`src/rtl/core/alle_pkg.sv`:
```
package alle_pkg;

    localparam int SLOTS   = 64;
    localparam int PTR_W   = 7;
    localparam int ADDR_W  = $clog2(SLOTS);
    localparam int DATA_W  = 32;
    localparam int QDEPTH  = 2;
    localparam int QA_W    = $clog2(QDEPTH);

    typedef enum logic [1:0] {
        CMD_INS_BEFORE = 2'd0,
        CMD_INS_AFTER  = 2'd1,
        CMD_DELETE     = 2'd2,
        CMD_SEARCH     = 2'd3
    } cmd_t;

    typedef enum logic [1:0] {
        ST_OK        = 2'd0,
        ST_FULL      = 2'd1,
        ST_BAD_SLOT  = 2'd2,
        ST_NOT_FOUND = 2'd3
    } status_t;

    typedef enum logic [3:0] {
        S_IDLE,
        S_RD1,
        S_RD2,
        S_RD3,
        S_W1,
        S_W2,
        S_SR_ISSUE,
        S_SR_CMP,
        S_DONE
    } state_t;

    typedef struct packed {
        cmd_t              cmd;
        logic              slot_ok;
        logic [PTR_W-1:0]  slot;
        logic [DATA_W-1:0] value;
    } item_t;

    typedef struct packed {
        status_t           status;
        logic [PTR_W-1:0]  rslot;
        logic [DATA_W-1:0] removed;
        logic [PTR_W-1:0]  count;
        logic [PTR_W-1:0]  head;
        logic [PTR_W-1:0]  tail;
    } result_t;

    function automatic logic [ADDR_W-1:0] slot_addr(input logic [PTR_W-1:0] s);
        logic [PTR_W-1:0] tmp;
        tmp = s - PTR_W'(1);
        return tmp[ADDR_W-1:0];
    endfunction

    // successor of a slot in the free chain as it stands after reset
    function automatic logic [PTR_W-1:0] chain_next(input logic [ADDR_W-1:0] a);
        if (a == ADDR_W'(SLOTS - 1))
            return '0;
        else
            return PTR_W'(a) + PTR_W'(2);
    endfunction

endpackage

```
`src/rtl/core/alle_ram.sv`:
```
module alle_ram #(
    parameter int WIDTH = 8,
    parameter int DEPTH = 64
) (
    input  logic                     clk,
    input  logic                     we,
    input  logic [$clog2(DEPTH)-1:0] waddr,
    input  logic [WIDTH-1:0]         wdata,
    input  logic [$clog2(DEPTH)-1:0] raddr,
    output logic [WIDTH-1:0]         rdata
);

    logic [WIDTH-1:0] mem [DEPTH];

    always_ff @(posedge clk)
    begin
        if (we)
        begin
            mem[waddr] <= wdata;
        end
        rdata <= mem[raddr];
    end

endmodule

```
`src/rtl/core/alle_front.sv`:
```
module alle_front (
    input  logic                       clk,
    input  logic                       rst_n,
    input  logic                       push,
    output logic                       full,
    input  logic [1:0]                 command,
    input  logic [alle_pkg::PTR_W-1:0] slot,
    input  logic [alle_pkg::DATA_W-1:0] value,
    output logic                       item_valid,
    output alle_pkg::item_t            item,
    input  logic                       item_take
);

    alle_pkg::item_t             q_reg [alle_pkg::QDEPTH];
    logic [alle_pkg::QA_W-1:0]   wptr_reg, wptr_next;
    logic [alle_pkg::QA_W-1:0]   rptr_reg, rptr_next;
    logic [alle_pkg::QA_W:0]     cnt_reg, cnt_next;
    alle_pkg::item_t             new_item;
    logic                        enq;
    logic                        deq;

    // range check of the target slot is done up front
    always_comb
    begin
        new_item.cmd     = alle_pkg::cmd_t'(command);
        new_item.slot_ok = (slot != '0) && (slot <= alle_pkg::PTR_W'(alle_pkg::SLOTS));
        new_item.slot    = slot;
        new_item.value   = value;
    end

    assign full       = (cnt_reg == (alle_pkg::QA_W+1)'(alle_pkg::QDEPTH));
    assign item_valid = (cnt_reg != '0);
    assign item       = q_reg[rptr_reg];
    assign enq        = push && !full;
    assign deq        = item_take && item_valid;

    always_comb
    begin
        wptr_next = wptr_reg;
        rptr_next = rptr_reg;
        cnt_next  = cnt_reg;
        if (enq)
        begin
            wptr_next = (wptr_reg == alle_pkg::QA_W'(alle_pkg::QDEPTH - 1)) ? '0
                        : wptr_reg + alle_pkg::QA_W'(1);
        end
        if (deq)
        begin
            rptr_next = (rptr_reg == alle_pkg::QA_W'(alle_pkg::QDEPTH - 1)) ? '0
                        : rptr_reg + alle_pkg::QA_W'(1);
        end
        if (enq && !deq)
        begin
            cnt_next = cnt_reg + (alle_pkg::QA_W+1)'(1);
        end
        else if (deq && !enq)
        begin
            cnt_next = cnt_reg - (alle_pkg::QA_W+1)'(1);
        end
    end

    always_ff @(posedge clk or negedge rst_n)
    begin
        if (!rst_n)
        begin
            wptr_reg <= '0;
            rptr_reg <= '0;
            cnt_reg  <= '0;
        end
        else
        begin
            wptr_reg <= wptr_next;
            rptr_reg <= rptr_next;
            cnt_reg  <= cnt_next;
        end
    end

    always_ff @(posedge clk)
    begin
        if (enq)
        begin
            q_reg[wptr_reg] <= new_item;
        end
    end

endmodule

```
`src/rtl/core/alle_back.sv`:
```
module alle_back (
    input  logic            clk,
    input  logic            rst_n,
    input  logic            item_valid,
    input  alle_pkg::item_t item,
    output logic            item_take,
    output logic            res_valid,
    output alle_pkg::result_t res,
    input  logic            pop
);

    localparam int PW = alle_pkg::PTR_W;
    localparam int AW = alle_pkg::ADDR_W;
    localparam int DW = alle_pkg::DATA_W;

    alle_pkg::state_t   state_reg, state_next;
    alle_pkg::item_t    item_reg, item_next;
    logic [PW-1:0]      head_reg, head_next;
    logic [PW-1:0]      tail_reg, tail_next;
    logic [PW-1:0]      free_reg, free_next;
    logic [PW-1:0]      cnt_reg, cnt_next;
    logic [alle_pkg::SLOTS-1:0] used_reg, used_next;
    logic [alle_pkg::SLOTS-1:0] nwr_reg, nwr_next;
    logic [PW-1:0]      n_reg, n_next;
    logic [PW-1:0]      p_reg, p_next;
    logic [PW-1:0]      q_reg, q_next;
    logic [PW-1:0]      fnext_reg, fnext_next;
    logic [PW-1:0]      cur_reg, cur_next;
    logic [PW-1:0]      steps_reg, steps_next;
    alle_pkg::status_t  st_reg, st_next;
    logic [PW-1:0]      rs_reg, rs_next;
    logic [DW-1:0]      rm_reg, rm_next;
    logic [AW-1:0]      nra_reg;
    alle_pkg::result_t  res_reg, res_next;
    logic               res_valid_reg, res_valid_next;

    logic               d_we, n_we, p_we;
    logic [AW-1:0]      d_waddr, n_waddr, p_waddr;
    logic [AW-1:0]      d_raddr, n_raddr, p_raddr;
    logic [DW-1:0]      d_wdata, d_rdata;
    logic [PW-1:0]      n_wdata, n_rdata, p_wdata, p_rdata;
    logic [PW-1:0]      next_val;
    logic [AW-1:0]      taddr;

    alle_ram #(.WIDTH(DW), .DEPTH(alle_pkg::SLOTS)) u_data (
        .clk(clk), .we(d_we), .waddr(d_waddr), .wdata(d_wdata),
        .raddr(d_raddr), .rdata(d_rdata)
    );

    alle_ram #(.WIDTH(PW), .DEPTH(alle_pkg::SLOTS)) u_next (
        .clk(clk), .we(n_we), .waddr(n_waddr), .wdata(n_wdata),
        .raddr(n_raddr), .rdata(n_rdata)
    );

    alle_ram #(.WIDTH(PW), .DEPTH(alle_pkg::SLOTS)) u_prev (
        .clk(clk), .we(p_we), .waddr(p_waddr), .wdata(p_wdata),
        .raddr(p_raddr), .rdata(p_rdata)
    );

    // never written link entries read as the free chain from reset
    assign next_val  = nwr_reg[nra_reg] ? n_rdata : alle_pkg::chain_next(nra_reg);
    assign taddr     = alle_pkg::slot_addr(item_reg.slot);
    assign res_valid = res_valid_reg;
    assign res       = res_reg;

    always_comb
    begin
        state_next     = state_reg;
        item_next      = item_reg;
        head_next      = head_reg;
        tail_next      = tail_reg;
        free_next      = free_reg;
        cnt_next       = cnt_reg;
        used_next      = used_reg;
        nwr_next       = nwr_reg;
        n_next         = n_reg;
        p_next         = p_reg;
        q_next         = q_reg;
        fnext_next     = fnext_reg;
        cur_next       = cur_reg;
        steps_next     = steps_reg;
        st_next        = st_reg;
        rs_next        = rs_reg;
        rm_next        = rm_reg;
        res_next       = res_reg;
        res_valid_next = (pop && res_valid_reg) ? 1'b0 : res_valid_reg;
        item_take      = 1'b0;
        d_we = 1'b0; d_waddr = '0; d_wdata = item_reg.value;
        n_we = 1'b0; n_waddr = '0; n_wdata = '0;
        p_we = 1'b0; p_waddr = '0; p_wdata = '0;
        d_raddr = taddr;
        n_raddr = taddr;
        p_raddr = taddr;

        case (state_reg)
            alle_pkg::S_IDLE:
            begin
                if (item_valid)
                begin
                    item_take  = 1'b1;
                    item_next  = item;
                    st_next    = alle_pkg::ST_OK;
                    rs_next    = '0;
                    rm_next    = '0;
                    cur_next   = head_reg;
                    steps_next = '0;
                    state_next = alle_pkg::S_RD1;
                    case (item.cmd)
                        alle_pkg::CMD_INS_BEFORE, alle_pkg::CMD_INS_AFTER:
                        begin
                            if (free_reg == '0)
                            begin
                                st_next    = alle_pkg::ST_FULL;
                                state_next = alle_pkg::S_DONE;
                            end
                            else if (cnt_reg != '0 &&
                                     !(item.slot_ok && used_reg[alle_pkg::slot_addr(item.slot)]))
                            begin
                                st_next    = alle_pkg::ST_BAD_SLOT;
                                state_next = alle_pkg::S_DONE;
                            end
                        end
                        alle_pkg::CMD_DELETE:
                        begin
                            if (!(item.slot_ok && used_reg[alle_pkg::slot_addr(item.slot)]))
                            begin
                                st_next    = alle_pkg::ST_BAD_SLOT;
                                state_next = alle_pkg::S_DONE;
                            end
                        end
                        default:
                        begin
                            state_next = alle_pkg::S_SR_ISSUE;
                        end
                    endcase
                end
            end

            alle_pkg::S_RD1:
            begin
                n_next = free_reg;
                if (item_reg.cmd != alle_pkg::CMD_DELETE)
                begin
                    n_raddr = alle_pkg::slot_addr(free_reg);
                end
                state_next = alle_pkg::S_RD2;
            end

            alle_pkg::S_RD2:
            begin
                p_next = p_rdata;
                if (item_reg.cmd == alle_pkg::CMD_DELETE)
                begin
                    q_next     = next_val;
                    rm_next    = d_rdata;
                    state_next = alle_pkg::S_W1;
                end
                else
                begin
                    fnext_next = next_val;
                    state_next = (cnt_reg == '0) ? alle_pkg::S_W1 : alle_pkg::S_RD3;
                end
            end

            alle_pkg::S_RD3:
            begin
                q_next     = next_val;
                state_next = alle_pkg::S_W1;
            end

            alle_pkg::S_W1:
            begin
                state_next = alle_pkg::S_W2;
                if (item_reg.cmd == alle_pkg::CMD_DELETE)
                begin
                    // unlink from both neighbors
                    if (q_reg != '0)
                    begin
                        p_we    = 1'b1;
                        p_waddr = alle_pkg::slot_addr(q_reg);
                        p_wdata = p_reg;
                    end
                    else
                    begin
                        tail_next = p_reg;
                    end
                    if (p_reg != '0)
                    begin
                        n_we    = 1'b1;
                        n_waddr = alle_pkg::slot_addr(p_reg);
                        n_wdata = q_reg;
                        nwr_next[alle_pkg::slot_addr(p_reg)] = 1'b1;
                    end
                    else
                    begin
                        head_next = q_reg;
                    end
                end
                else
                begin
                    d_we    = 1'b1;
                    d_waddr = alle_pkg::slot_addr(n_reg);
                    n_we    = 1'b1;
                    n_waddr = alle_pkg::slot_addr(n_reg);
                    p_we    = 1'b1;
                    p_waddr = alle_pkg::slot_addr(n_reg);
                    nwr_next[alle_pkg::slot_addr(n_reg)] = 1'b1;
                    if (cnt_reg == '0)
                    begin
                        n_wdata    = '0;
                        p_wdata    = '0;
                        head_next  = n_reg;
                        tail_next  = n_reg;
                        free_next  = fnext_reg;
                        cnt_next   = cnt_reg + PW'(1);
                        used_next[alle_pkg::slot_addr(n_reg)] = 1'b1;
                        rs_next    = n_reg;
                        state_next = alle_pkg::S_DONE;
                    end
                    else if (item_reg.cmd == alle_pkg::CMD_INS_BEFORE)
                    begin
                        n_wdata = item_reg.slot;
                        p_wdata = p_reg;
                    end
                    else
                    begin
                        n_wdata = q_reg;
                        p_wdata = item_reg.slot;
                    end
                end
            end

            alle_pkg::S_W2:
            begin
                state_next = alle_pkg::S_DONE;
                if (item_reg.cmd == alle_pkg::CMD_DELETE)
                begin
                    n_we      = 1'b1;
                    n_waddr   = taddr;
                    n_wdata   = free_reg;
                    nwr_next[taddr]  = 1'b1;
                    used_next[taddr] = 1'b0;
                    free_next = item_reg.slot;
                    cnt_next  = cnt_reg - PW'(1);
                    rs_next   = item_reg.slot;
                end
                else
                begin
                    free_next = fnext_reg;
                    cnt_next  = cnt_reg + PW'(1);
                    used_next[alle_pkg::slot_addr(n_reg)] = 1'b1;
                    rs_next   = n_reg;
                    if (item_reg.cmd == alle_pkg::CMD_INS_BEFORE)
                    begin
                        p_we    = 1'b1;
                        p_waddr = taddr;
                        p_wdata = n_reg;
                        if (p_reg != '0)
                        begin
                            n_we    = 1'b1;
                            n_waddr = alle_pkg::slot_addr(p_reg);
                            n_wdata = n_reg;
                            nwr_next[alle_pkg::slot_addr(p_reg)] = 1'b1;
                        end
                        else
                        begin
                            head_next = n_reg;
                        end
                    end
                    else
                    begin
                        n_we    = 1'b1;
                        n_waddr = taddr;
                        n_wdata = n_reg;
                        nwr_next[taddr] = 1'b1;
                        if (q_reg != '0)
                        begin
                            p_we    = 1'b1;
                            p_waddr = alle_pkg::slot_addr(q_reg);
                            p_wdata = n_reg;
                        end
                        else
                        begin
                            tail_next = n_reg;
                        end
                    end
                end
            end

            alle_pkg::S_SR_ISSUE:
            begin
                d_raddr = alle_pkg::slot_addr(cur_reg);
                n_raddr = alle_pkg::slot_addr(cur_reg);
                if (cur_reg == '0 || cur_reg > PW'(alle_pkg::SLOTS) ||
                    !used_reg[alle_pkg::slot_addr(cur_reg)] ||
                    steps_reg == PW'(alle_pkg::SLOTS))
                begin
                    st_next    = alle_pkg::ST_NOT_FOUND;
                    rs_next    = '0;
                    state_next = alle_pkg::S_DONE;
                end
                else
                begin
                    state_next = alle_pkg::S_SR_CMP;
                end
            end

            alle_pkg::S_SR_CMP:
            begin
                if (d_rdata == item_reg.value)
                begin
                    st_next    = alle_pkg::ST_OK;
                    rs_next    = cur_reg;
                    state_next = alle_pkg::S_DONE;
                end
                else
                begin
                    cur_next   = next_val;
                    steps_next = steps_reg + PW'(1);
                    state_next = alle_pkg::S_SR_ISSUE;
                end
            end

            alle_pkg::S_DONE:
            begin
                if (!res_valid_reg || pop)
                begin
                    res_next.status  = st_reg;
                    res_next.rslot   = rs_reg;
                    res_next.removed = rm_reg;
                    res_next.count   = cnt_reg;
                    res_next.head    = head_reg;
                    res_next.tail    = tail_reg;
                    res_valid_next   = 1'b1;
                    state_next       = alle_pkg::S_IDLE;
                end
            end

            default:
            begin
                state_next = alle_pkg::S_IDLE;
            end
        endcase
    end

    always_ff @(posedge clk or negedge rst_n)
    begin
        if (!rst_n)
        begin
            state_reg     <= alle_pkg::S_IDLE;
            head_reg      <= '0;
            tail_reg      <= '0;
            free_reg      <= PW'(1);
            cnt_reg       <= '0;
            used_reg      <= '0;
            nwr_reg       <= '0;
            res_valid_reg <= 1'b0;
        end
        else
        begin
            state_reg     <= state_next;
            head_reg      <= head_next;
            tail_reg      <= tail_next;
            free_reg      <= free_next;
            cnt_reg       <= cnt_next;
            used_reg      <= used_next;
            nwr_reg       <= nwr_next;
            res_valid_reg <= res_valid_next;
        end
    end

    always_ff @(posedge clk)
    begin
        item_reg  <= item_next;
        n_reg     <= n_next;
        p_reg     <= p_next;
        q_reg     <= q_next;
        fnext_reg <= fnext_next;
        cur_reg   <= cur_next;
        steps_reg <= steps_next;
        st_reg    <= st_next;
        rs_reg    <= rs_next;
        rm_reg    <= rm_next;
        nra_reg   <= n_raddr;
        res_reg   <= res_next;
    end

endmodule

```
`src/rtl/core/array_linked_list_engine_core.sv`:
```
// doubly linked list engine over a store of 64 slots numbered 1 to 64, with a free list
// input side is a queue: drive command, slot and value, raise push; the transaction
// is taken at a clock edge where push is high and full is low. two commands can wait
// result side is a single register: while empty is low the held result is on the ports,
// pop at an edge with empty low takes that transaction
// one result per command, in command order
// the steps follow from the single read port of each slot ram: insert and delete
//   read the rams, then write the links and the free list; errors go straight to the result;
//   search reads and compares one list element at a time from the head (up to 64 elements)
// commands are executed one at a time; a new command enters the input queue
// while the executor works or while a result waits to be popped
// when the receiver stalls the finished result is held in the output register,
// the executor holds the next one, and full rises once the input queue fills
// after reset the list is empty, the free list runs 1 to 64 and full is low
module array_linked_list_engine_core (
    input  logic        clk,
    input  logic        rst_n,
    input  logic        push,
    output logic        full,
    input  logic [1:0]  command,
    input  logic [6:0]  slot,
    input  logic signed [31:0] value,
    output logic        empty,
    input  logic        pop,
    output logic [1:0]  status,
    output logic [6:0]  result_slot,
    output logic signed [31:0] removed_value,
    output logic [6:0]  count,
    output logic [6:0]  first_slot,
    output logic [6:0]  last_slot
);

    logic                item_valid;
    logic                item_take;
    alle_pkg::item_t     item;
    logic                res_valid;
    alle_pkg::result_t   res;

    alle_front u_front (
        .clk        (clk),
        .rst_n      (rst_n),
        .push       (push),
        .full       (full),
        .command    (command),
        .slot       (slot),
        .value      (value),
        .item_valid (item_valid),
        .item       (item),
        .item_take  (item_take)
    );

    alle_back u_back (
        .clk        (clk),
        .rst_n      (rst_n),
        .item_valid (item_valid),
        .item       (item),
        .item_take  (item_take),
        .res_valid  (res_valid),
        .res        (res),
        .pop        (pop)
    );

    assign empty         = !res_valid;
    assign status        = res.status;
    assign result_slot   = res.rslot;
    assign removed_value = res.removed;
    assign count         = res.count;
    assign first_slot    = res.head;
    assign last_slot     = res.tail;

endmodule

```
`config.mk`:
```
export PLATFORM = sky130hd
export DESIGN_NAME = array_linked_list_engine_core
export DESIGN_NICKNAME = d
export VERILOG_FILES = /design/src/rtl/core/alle_pkg.sv /design/src/rtl/core/alle_ram.sv /design/src/rtl/core/alle_front.sv /design/src/rtl/core/alle_back.sv /design/src/rtl/core/array_linked_list_engine_core.sv
export SDC_FILE = /design/constraint.sdc
export NUM_CORES = 2
export LEC_CHECK = 0
export BUFFER_PORTS_ARGS = -buffer_cell sky130_fd_sc_hd__clkbuf_2
export CAP_MARGIN = 20
export CORE_UTILIZATION = 55
export DETAILED_ROUTE_END_ITERATION = 6
export PLACE_DENSITY = 0.71
export SYNTH_ARGS = -nofsm -noshare
export SYNTH_HDL_FRONTEND = slang
export SYNTH_HIERARCHICAL = 1
export SYNTH_SLANG_ARGS = --single-unit
```
`constraint.sdc`:
```
create_clock -name clk -period 5.8 [get_ports clk]
set_clock_uncertainty 0.05 [all_clocks]
set_input_delay 0.58 -clock clk [delete_from_list [all_inputs] [get_ports clk]]
set_output_delay 0.58 -clock clk [all_outputs]
set_load 0.005 [all_outputs]
```
==> flow_results.org <==
** Status
- The flow ran to the end, and the final reports show no timing, DRC or antenna violations.

** Logic synthesis
- Ranking of synthesized cells by instance count :: 3,214 x sky130_fd_sc_hd__edfxtp_1, 709 x sky130_fd_sc_hd__mux4_2, 353 x sky130_fd_sc_hd__nor2_1, 264 x sky130_fd_sc_hd__o21ai_0, 251 x sky130_fd_sc_hd__mux2i_1
- Library cell occupying the most area in the post-synthesis netlist :: sky130_fd_sc_hd__edfxtp_1
- The number of nets in the synthesized netlist is between 7,000 and 8,000.
- The most used flip-flop cell after synthesis is sky130_fd_sc_hd__edfxtp_1.
- Gate Count Post-Synth :: 6,955
- Synthesis instantiated 88 different standard cells from the library.
- Most common cell in the synthesized netlist :: sky130_fd_sc_hd__edfxtp_1
- Sequential fraction of the synthesis area :: 74.9%
- Async set-or-reset flop fraction in the synthesized netlist :: 4.81%
- Number of synthesized register bits :: 3,431
- The mapped netlist covers 136,000 sq um.
- Synth Area per Inst :: 19.5 sq um
- Yosys printed 6 warnings.
- Counting flops with a built-in enable in the synthesized netlist gives between 3,000 and 4,000.
- Sorting the synthesized cells by area gives the leading types as sky130_fd_sc_hd__edfxtp_1 71%, sky130_fd_sc_hd__mux4_2 12%, sky130_fd_sc_hd__dfrtp_1 3.0%.
- After synthesis, the largest area contributor takes up slightly above 70% of total cell area.

** Die
- Boundary Pins :: between 100 and 150
- The die covers 249,000 sq um.
- For this configuration, the core starts out at a cell density of 55.2%.
- The die is 499 um wide.
- The floorplan has ~180 rows.
- After floorplanning, the core was sized to cover approximately 250,000 sq um.
- DIE HEIGHT :: 499 um

** Global routing
- For this run the aggregate overflow at the end of global routing stands at 0.
- Global-route wire length before repair :: ~520,000 um
- The number of antenna violations at the first check in global routing came to 27.
- Via count of the first global-routing pass :: slightly above 70,000
- Pin count of the biggest net entering global routing :: 109
- For this run, the total global-route usage over all layers was measured as slightly below 30%.

** Detailed routing
- The detailed router finished its first iteration with around 11,000 violations.
- The routed design has between 300,000 and 400,000 um of wire.
- In the final routing, the length of wire on met1 measures 135,000 um.
- Dividing the detail-routed via count by the number of cells gives 6.75.
- Remaining DRCs :: 0
- The detailed router placed 73,400 vias in this run.
- The first detailed-routing pass took 7 iterations.
- Once detail routing completed, the nets flagged for antenna violations numbered 0.
- Met3 wire length :: approximately 43,000 um
- The highest layer touched by signal routing is met5.
- After detailed routing, the met2 layer carries 169,000 um of wire.
- Routed length per placed instance :: 33.5 um

** Worst setup path
- Biggest cell delay along the critical path :: 0.91 ns
- The slowest stage of the critical path belongs to the cell sky130_fd_sc_hd__nor2_4.
- R2R Setup Slk :: 0.67 ns
- Among the stages of the critical path, the cell type that occurs most often is sky130_fd_sc_hd__inv_1.
- Required time at the endpoint of the critical path :: 6.42 ns
- Data arrives at the worst endpoint at 5.75 ns.
- The critical path in this run is classified as flip-flop to flip-flop.
- The startpoint identified for the worst register-to-register timing path is u_back/n_reg[0].
- Type of origin of the critical path :: flip-flop
- Capture instance of the worst register-to-register path :: u_back/u_data/mem[13][3]
- Ordered list of cells on the worst path :: inv_1 > ha_1 > xor2_1 > nand2_1 > inv_1 > nand3b_1 > or2_1 > nor2_4 > buf_4
- Of all nets on the critical path, the largest fanout is 25.
- Nature of the critical path endpoint :: flip-flop
- Reg2reg path depth :: 9

** STA
- For the pin with the worst max-slew slack, the measured transition is 1.20 ns.
- Setup Total Neg Slack :: 0 ns
- Setup repair after global routing left no endpoint under its margin.
- Max-slew headroom :: approximately 18%
- Fin crit share :: 88.4%
- Final critical-path required period :: roughly 5.1 ns
- Setup violations remaining at the end of the flow were counted as 0.
- Final worst hold slack :: 0.272 ns
- Achievable frequency :: just under 0.2 GHz
- The final-report hold violation count was 0.
- The final max-slew violation count came to 0.

** CTS
- Sinks on Clock Net :: 3,431
- TritonCTS built the clock tree.
- Once the clock tree was built, the setup fixing pass inserted 0 buffers.
- Number of H-tree levels :: 5
- Cell at the root of the clock tree :: sky130_fd_sc_hd__clkbuf_16
- For the worst-skew pair, the clock arrives at the later sink with an insertion delay of 0.99 ns.
- Post-cts repair resize count :: 0
- CTS clk-pin slew, worst paths :: 0.06 ns
- Hold-fix buffers at CTS :: 44
- In this run, CTS created clock tree buffers numbering 353.
- Maximum clock path buffer count :: 4

** Worst hold path
- Classification of the worst-slack hold path :: input pin to flip-flop
- Worst Hold End :: u_front/q_reg[1][8]
- Cell depth of the worst hold path :: 2
- The startpoint identified for the worst hold timing path is value[8].

** Place
- Detailed-placement wirelength estimate :: 226,000 um
- After detailed placement, the design holds a cell count of between 10,000 and 15,000.
- Number of buffers inserted by port buffering :: about 110
- Placer Congestion :: approximately 0.95

** Finish
- Layout Cells excl Fill :: around 11,000
- Compared with the post-synthesis result, the final layout area differs by 12.8%.
- Share of the core filled with cells in the final layout :: 62.3%
- Number of nets in the layout :: 7,428
- Most flops, register :: u_back/u_data/mem
- Of the cells placed in the final design, the portion with a size suffix greater than 1 is 23.4%.
- In the final layout, the registers with the most flip-flops are u_back/u_data/mem x2048, u_back/u_next/mem x448, u_back/u_prev/mem x448.
- Largest register FFs :: 2,048

** Power and ir drop
- Power Dens Cells :: 597 nW/um^2
- Power comes to 91.4 mW.
- VDD sags by at most 0.754 mV.
- Leakage :: 49.9 nW

** Run
- Max cap viols :: 0
per-stage QoR:
stage	cell area (sq um)	worst slack [ns]
after CTS	153000	0.791
after floorplan	136000	1.10
after detailed placement	141000	0.818
final	153000	0.670
after global routing	153000	0.470
after global placement	141000	0.891
critical path: cells and delay by family (launching register included):
family	cells	cell delay, ns
buffers and inverters	3	0.84
XOR/XNOR	1	0.52
flip-flops	1	0.70
AND/OR/NAND/NOR	4	2.36
adder cells (fa/ha/maj)	1	0.29
cells in the final DEF (no fill, tap or decap), types with 46 or more instances in the layout:
| master | netlist | layout |
|---|---|---|
| sky130_fd_sc_hd__edfxtp_1 | 3214 | 3214 |
| sky130_fd_sc_hd__mux4_2 | 709 | 709 |
| sky130_fd_sc_hd__clkbuf_16 | 0 | 358 |
| sky130_fd_sc_hd__nor2_1 | 353 | 283 |
| sky130_fd_sc_hd__o21ai_0 | 264 | 258 |
| sky130_fd_sc_hd__buf_4 | 40 | 256 |
| sky130_fd_sc_hd__mux2i_1 | 251 | 249 |
| sky130_fd_sc_hd__a21oi_1 | 228 | 221 |
| sky130_fd_sc_hd__dfrtp_1 | 164 | 163 |
| sky130_fd_sc_hd__nand2_1 | 158 | 154 |
| sky130_fd_sc_hd__a22oi_1 | 151 | 151 |
| sky130_fd_sc_hd__clkbuf_2 | 2 | 107 |
| sky130_fd_sc_hd__nand3_1 | 101 | 101 |
| sky130_fd_sc_hd__clkinv_1 | 0 | 75 |
| sky130_fd_sc_hd__clkbuf_1 | 172 | 73 |
| sky130_fd_sc_hd__o22ai_1 | 70 | 70 |
| sky130_fd_sc_hd__a41o_1 | 68 | 68 |
| sky130_fd_sc_hd__nor2_4 | 0 | 66 |
| sky130_fd_sc_hd__xnor2_1 | 63 | 62 |
| sky130_fd_sc_hd__clkinv_2 | 0 | 55 |
| sky130_fd_sc_hd__inv_1 | 57 | 53 |
| sky130_fd_sc_hd__dfxtp_1 | 52 | 52 |
| sky130_fd_sc_hd__mux2_2 | 46 | 46 |
where the power goes:
part | internal, mW | switching, mW | leakage (nW)
Combinational | 12.8 | 23.2 | 12.7
Clock | 12.9 | 9.16 | 5.49
Sequential | 31.6 | 1.69 | 31.7
Total | 57.4 | 34.1 | 49.9
metal layers:
metal  vias up  GRT usage, %
li1      29500             -
met4        10          12.2
met5         -             0
met1     38300          40.7
met2      4710          44.4
met3       794          7.11
final cells by class:
| class | instances | area [sq um] |
|---|---|---|
| tap | 3220 | 4030 |
| antenna | 13 | 32.5 |
| sequential | 3431 | 102000 |
| clock buffer | 446 | 9440 |
| multi-input combinational | 3083 | 32400 |
| inverter | 57 | 223 |
| clock inverter | 181 | 1760 |
| timing repair buffer | 442 | 3580 |
| fill | 16400 | 92600 |
worst max path at each step:
stage                                 start                         to  slack [ns]  cells past startpoint
after floorplan           u_back/cnt_reg[0]    u_back/u_next/mem[0][5]        1.10                      9
after global placement      u_back/n_reg[0]   u_back/u_data/mem[22][2]        0.89                     10
after detailed placement    u_back/n_reg[0]   u_back/u_data/mem[22][0]        0.82                     10
after CTS                   u_back/n_reg[0]  u_back/u_data/mem[22][31]        0.79                     10
after global routing        u_back/n_reg[0]  u_back/u_data/mem[22][31]        0.47                     10
final                       u_back/n_reg[0]   u_back/u_data/mem[13][3]        0.67                      9
logic make-up after synthesis:
logic type               share of synthesized area [%]
flip-flops                                        74.9
multiplexers                                      14.3
adder cells (fa/ha/maj)                          0.138
AND/OR/NAND/NOR                                   3.19
XOR/XNOR                                         0.567
buffers and inverters                             1.78
AO/OA/AOI/OAI                                     5.08
Power figures use the tool's default switching activity.
